--- src/rtl/lsic_pkg.sv ---
// Shared types, widths and class codes for the line/segment classifier.
// No dependencies; every rtl file imports this package.
package lsic_pkg;

	localparam int CW = 32;          // coordinate width, Q16.16
	localparam int DW = CW + 1;      // coordinate difference
	localparam int PW = 2 * DW;      // product of two differences
	localparam int XW = PW + 1;      // cross product
	localparam int NW = 3 * DW;      // |num| * |u| before division
	localparam int QB = CW + 2;      // quotient bits resolved by the divider
	localparam int RW = PW + 1;      // partial remainder

	localparam logic [2:0] CLS_CROSS       = 3'd0;
	localparam logic [2:0] CLS_LEFT        = 3'd1;
	localparam logic [2:0] CLS_RIGHT       = 3'd2;
	localparam logic [2:0] CLS_COLLINEAR   = 3'd3;
	localparam logic [2:0] CLS_DEGENERATE  = 3'd4;
	localparam logic [2:0] CLS_TOUCH_LEFT  = 3'd5;
	localparam logic [2:0] CLS_TOUCH_RIGHT = 3'd6;

	typedef struct packed {
		logic signed [CW-1:0] ax;
		logic signed [CW-1:0] ay;
		logic signed [CW-1:0] bx;
		logic signed [CW-1:0] by_coord;
		logic signed [CW-1:0] cx;
		logic signed [CW-1:0] cy;
		logic signed [CW-1:0] dx;
		logic signed [CW-1:0] dy;
	} query_t;

	typedef struct packed {
		logic [2:0]           class_code;
		logic signed [CW-1:0] px;
		logic signed [CW-1:0] py;
	} result_t;

	// per-transaction control carried alongside the divider
	typedef struct packed {
		logic [2:0]           code;
		logic                 is_cross;
		logic                 neg_x;
		logic                 neg_y;
		logic signed [CW-1:0] px;   // a for a crossing, else the final point
		logic signed [CW-1:0] py;
	} ctl_t;

	// one divider lane: remainder plus shared dividend-low / quotient register
	typedef struct packed {
		logic [RW-1:0] rem;
		logic [QB-1:0] lq;
		logic          ovf;
	} lane_t;

	// cross products leaving the front end
	typedef struct packed {
		logic signed [XW-1:0] oc;
		logic signed [XW-1:0] od;
		logic signed [XW-1:0] den;
		logic signed [XW-1:0] num;
		logic signed [DW-1:0] ux;
		logic signed [DW-1:0] uy;
		logic signed [CW-1:0] ax;
		logic signed [CW-1:0] ay;
		logic signed [CW-1:0] cx;
		logic signed [CW-1:0] cy;
		logic signed [CW-1:0] dx;
		logic signed [CW-1:0] dy;
	} xprod_t;

endpackage

--- src/rtl/lsic_div_step.sv ---
// One restoring-division step for the x and y lanes, registered.
// Depends on lsic_pkg.
module lsic_div_step (
	input  logic             clk,
	input  logic             arst_n,
	input  logic             in_vld,
	input  lsic_pkg::ctl_t   in_ctl,
	input  logic [lsic_pkg::PW-1:0] in_den,
	input  lsic_pkg::lane_t  in_x,
	input  lsic_pkg::lane_t  in_y,
	output logic             out_vld,
	output lsic_pkg::ctl_t   out_ctl,
	output logic [lsic_pkg::PW-1:0] out_den,
	output lsic_pkg::lane_t  out_x,
	output lsic_pkg::lane_t  out_y
);
	import lsic_pkg::*;

	logic [RW-1:0] tx, ty;
	logic          gx, gy;
	lane_t         nxt_x, nxt_y;
	logic          vld_q;
	ctl_t          ctl_q;
	logic [PW-1:0] den_q;
	lane_t         x_q, y_q;

	always_comb begin
		tx = {in_x.rem[RW-2:0], in_x.lq[QB-1]};
		ty = {in_y.rem[RW-2:0], in_y.lq[QB-1]};
		gx = (tx >= {1'b0, in_den});
		gy = (ty >= {1'b0, in_den});
		nxt_x.rem = gx ? tx - {1'b0, in_den} : tx;
		nxt_y.rem = gy ? ty - {1'b0, in_den} : ty;
		nxt_x.lq  = {in_x.lq[QB-2:0], gx};
		nxt_y.lq  = {in_y.lq[QB-2:0], gy};
		nxt_x.ovf = in_x.ovf;
		nxt_y.ovf = in_y.ovf;
	end

	always_ff @(posedge clk or negedge arst_n) begin
		if (!arst_n) begin
			vld_q <= 1'b0;
		end else begin
			vld_q <= in_vld;
		end
	end

	always_ff @(posedge clk) begin
		ctl_q <= in_ctl;
		den_q <= in_den;
		x_q   <= nxt_x;
		y_q   <= nxt_y;
	end

	assign out_vld = vld_q;
	assign out_ctl = ctl_q;
	assign out_den = den_q;
	assign out_x   = x_q;
	assign out_y   = y_q;

endmodule

--- config.mk ---
export PLATFORM = sky130hd
export DESIGN_NAME = lsic_div_step
export DESIGN_NICKNAME = d
export VERILOG_FILES = /design/src/rtl/lsic_pkg.sv /design/src/rtl/lsic_div_step.sv
export SDC_FILE = /design/constraint.sdc
export NUM_CORES = 1
export LEC_CHECK = 0
export ABC_AREA = 1
export BUFFER_PORTS_ARGS = -buffer_cell sky130_fd_sc_hd__buf_2
export CORE_AREA = 2 2 268 270
export DETAILED_ROUTE_END_ITERATION = 10
export DIE_AREA = 0 0 270 272
export PLACE_DENSITY = 0.56
export SYNTH_ARGS = -nofsm -noshare
export SYNTH_HDL_FRONTEND = slang
export SYNTH_SLANG_ARGS = --single-unit
--- constraint.sdc ---
create_clock -name clk -period 0.8 [get_ports clk]
set_clock_uncertainty 0.15 [all_clocks]
set_input_delay 0.08 -clock clk [delete_from_list [all_inputs] [get_ports clk]]
set_output_delay 0.08 -clock clk [all_outputs]
set_load 0.02 [all_outputs]
Word-level counts from Yosys, hierarchy flattened. Index checks and enable logic that the tools add are counted.

Bits of input ports: 343. Register bits: 341. Output and inout port bits: 341. Word-level logic and storage cells: 20.

Multiplexer cells: 2. Add/subtract/negate cells: 2. Order comparisons: 2.

Operators with widths (count): $ge A67 B66 Y1 (2); $mux W67 (2); $sub A67 B66 Y67 (2).

Logic depth before layout (Yosys ltp).
Word-level depth: 2. Gate-level depth with buffers: 19. Mapped depth without buffers: 17.

Least setup slack after synthesis. OpenSTA, ideal clock, no wires.

Path kind: input port to flip-flop. Start: input port in_y[34] in the netlist's numbering. End: register y_q, in the netlist out_y[97]. Path slack: -1199 ps. Cell stages on the path: 15. Data required time: 537 ps. Data arrival time: 1736 ps. Setup time: 113 ps. Buffers on the path: 0. Cells stage by stage: inv_1 -> ha_1 -> inv_1 -> fa_1 -> nand3_1 -> nor2_1 -> nor2_1 -> o21ai_0 -> nand2_1 -> nand2_1 -> nand2_1 -> nand2_1 -> nand2_1 -> nand3_1 -> nand2_1.

RTL lines: from (decl) (line lsic_div_step.sv:10) `input lsic_pkg::lane_t in_y,`; to (signal assigned) (line lsic_div_step.sv:52) `y_q <= nxt_y;`; to (decl) (line lsic_div_step.sv:25) `lane_t x_q, y_q;`.

==> key figures <==
Cells and area
  • Area Overhead vs Synth: 97.06%
  • Filler Cells Inserted: 6,794
  • Register area: a little under 7000 um^2
  • Fin nets: 5,626
  • Layout cell share with drive strength beyond 1: 0.4201
  • Non-Filler Instances: 6,131
  • Final core occ: 0.5706
  • Multi-input logic area: around 14,000 um^2
  • Cell area after layout: slightly above 40,000 um^2

Setup path
  • Setup crit start: in_den[30]
  • Buf+Inv Stages, Crit Path: 6
  • Worst-path maximum fanout: 5
  • CP peak stage delay: 0.38 ns
  • Setup CP Type: in2reg
  • Highest-delay cell along the critical path: ha_4
  • CP Launch Type: primary input
  • Endpoint class of the critical path: flip-flop
  • CP Depth: 18
  • Crit path cell chain: buf_4 -> clkinvlp_4 -> ha_4 -> nand2_1 -> inv_1 -> nand2_2 -> nor2_4 -> nand3_2 -> nor2_4 -> a21oi_1 -> nand2_1 -> nor2_2 -> nand2_4 -> buf_12 -> buf_8 -> clkbuf_16 -> nand3_2 -> nand2_1
  • CP endpoint: out_x[72]
  • Critical Path AT: about 2.4 ns
  • Crit-path leading delay family: simple AND/OR/NAND/NOR gates
  • Required @ worst endpoint: 1.17 ns
  • Critical path's most frequent cell: nand2_1

Clock network
  • Root buffer cell: clkbuf_16
  • Worst-path clk slew: 0.06 ns
  • TritonCTS clock tree: done
  • Clk buf depth: 3
  • Clock sinks: 341
  • H-tree levels: 2
  • Total clock buffers created by CTS: 40

Timing
  • Final WS setup: -1.185 ns
  • Slew HR: 0.6913
  • Final hold vios: 66
  • Unrepaired setup endpoints after global routing: yes
  • Period utilisation layout: 2.482
  • Worst Tran Pin Value: approximately 0.46 ns
  • Fin. max-slew vios: 0
  • Max Freq: 503.7 MHz
  • Setup tns final: -328.72 ns
  • Final setup fails: 477
  • Min Hold Slack: -0.4190 ns
  • Fin crit period: 1.985 ns

Global route
  • Global routing usage on met2: 0.6165
  • Met3 Usage GRT: 0.05422
  • GR Util met1: 0.4038
  • Overall routing resource usage: 0.3445
  • GRT Max-Usage Layer: met2
  • Via count of the first global-routing pass: 26.77k
  • Grt total ovfl: 0
  • First-pass GRT wire length: 182,300 um
  • Initial antenna violation count: 24
  • Largest net degree at the start of global routing: 24

Routing
  • Drt pass-1 iters: 5
  • WL/cell: 22.34 um
  • Avg Vias per Cell: about 4.6
  • Total number of vias: about 28k
  • Drt initial violations: ~1.9k
  • DRC violation count after routing: 0
  • Routed Antenna Nets: 0
  • Overall routed net length: 137,000 um

Logic synthesis
  • Synth Instances: between 3k and 4k
  • Prevailing post-synth register cell: dfxtp_1
  • Sequential-to-total area share from yosys stat: 0.3335
  • Synth top area cells: dfxtp_1 (33%), nand2_1 (25%), inv_1 (11%), ha_1 (8.1%), nor2_1 (4.5%)
  • Synth Cell Area: 20,490 um^2
  • Top cell type by total area after synthesis: dfxtp_1
  • Total nets after synthesis: 3,785
  • Synthesized area per cell: 6.193 um^2
  • YS warnings: 0
  • Share of the synthesized area in the top cell type: 0.3322
  • Distinct cells, synth: 32
  • Flops & latches, synth: 341
  • Ys async rst share: 0.002933
  • EDFF count, synth: 0

Pwr
  • Seq pwr share: 0.297
  • Internal power: 42,590 uW
  • Switch share: 0.3697
  • Max IR drop VDD: 1615 uV
  • P_leak: 0.02161 uW
  • NetSw: 24,980 uW
  • Pwr per Cell Area: 1674 nW/um^2
  • Comb power frac: 0.424
  • Clk pwr share: 0.279

Worst hold path
  • Worst Hold Class: in2reg

Placement
  • GP Congestion: about 0.98
  • Dpl cell area: about 32,000 um^2
  • HPWL after DPL: 110,800 um
  • Placed Cells: 5,636
  • IO buf count: 681

Flow run
  • Max-cap viol count: 0

Floorplanning
  • Core ar.: 70,750 um^2
  • Die Y: 272 um
  • Ports: 684
  • Starting Density: 0.2896
  • Core Rows: 98
  • Die area: 73,440 um^2
  • Die extent in x: 270 um

Run status
  • Violated checks: hold timing, setup timing
  • Status: complete, but fails checks
cells in the mapped netlist (all sizes together) (2+ instances only):
library cell  count
buf              27
nand3b           27
nand2          1371
xnor2             2
inv             609
and2              3
nor3             29
nand3           170
fa                2
nand4            32
o21bai           24
nor2            254
xor2             66
o21ai            56
nor4              8
ha              132
dfxtp           340
a21oi           151
through the flow:
stage	worst slack, ns	power [uW]	hold slack [ns]
floorplan	-1.143	30660	-0.3656
global placement	-1.897	43240	-0.2962
detailed placement	-1.893	43210	-0.2942
CTS	-1.130	64790	-0.4571
global route	-1.225	70180	-0.4205
finish	-1.185	67570	-0.4190
final cells by class:
| type | count | area share |
|---|---|---|
| clock buffer | 58 | 0.02820 |
| tap | 950 | 0.02944 |
| timing repair buffer | 1825 | 0.3547 |
| timing repair inverter | 2 | 0.0008058 |
| antenna | 4 | 0.0002479 |
| sequential | 341 | 0.1702 |
| multi-input combinational | 2330 | 0.3529 |
| inverter | 609 | 0.05966 |
| clock inverter | 12 | 0.003874 |
flip-flops by register name (all words and copies together), names as in the netlist:
name	flops
out_x	102
out_den	66
out_ctl	70
out_vld	1
out_y	102
power groups by stage:
stage	Clock (uW)	Combinational, uW	Sequential, uW
3_3_place_gp	0	22900	20400
3_5_place_dp	0	22900	20300
6_report	18800	28700	20100
2_1_floorplan	0	8350	22300
4_1_cts	19100	25700	20000
5_1_grt	19700	30400	20100
placed cells by master, fill, tap and decap left out, types with 8 or more instances in the layout:
master,Yosys,routed
nand2_4,0,49
a21oi_2,2,39
dfxtp_4,0,8
nor2_1,247,163
xor2_1,66,59
o21bai_1,24,20
nand2_2,2,160
dlygate4sd3_1,0,316
buf_4,4,739
nor2_2,7,61
ha_1,132,32
buf_12,0,66
o21ai_0,54,40
clkinvlp_4,0,25
buf_8,0,8
inv_2,4,28
o21ai_1,2,11
nand2_1,1369,1162
a21oi_1,149,108
nand4_1,32,32
nor3_2,3,8
buf_2,11,642
ha_4,0,99
inv_1,605,555
buf_6,12,30
nand3_2,2,50
dfxtp_1,340,325
nor3_1,26,18
nand3_1,168,112
nand3_4,0,8
clkbuf_1,1,11
nand3b_1,27,27
clkbuf_16,0,58
nor2_4,0,30
kinds of logic after synthesis:
group | count (synthesis) | synth area share
AO/OA/AOI/OAI | 232 | 0.06010
XOR/XNOR | 68 | 0.02907
adder cells (fa/ha/maj) | 134 | 0.08257
buffers and inverters | 637 | 0.1225
flip-flops | 341 | 0.3335
AND/OR/NAND/NOR | 1896 | 0.3723
layer usage:
metal | part of all wire | up-vias
met3 | 0.063 | 219
met1 | 0.40 | 13100
met2 | 0.49 | 1147
met4 | 0.055 | 12
met5 | 0.00059 | -
li1 | - | 13790
timing repair:
item                                   in CTS  in global routing
cloned                                      7                 26
endpoints found under the hold margin     340                100
setup endpoints to repair                 477                477
buffers inserted                           37                 38
pin swaps                                  53                 94
hold buffers                              281                 35
resized for setup                         269                455
how the worst min path moves through the flow:
stage / startpoint / endpoint / cells after the start
6_report: in_x[78] / out_x[79] / 3
5_1_grt: in_x[78] / out_x[79] / 3
4_1_cts: in_y[94] / out_y[95] / 3
3_5_place_dp: arst_n / out_vld / 1
3_3_place_gp: arst_n / out_vld / 1
2_1_floorplan: arst_n / out_vld / 0
Power figures use the tool's default switching activity.
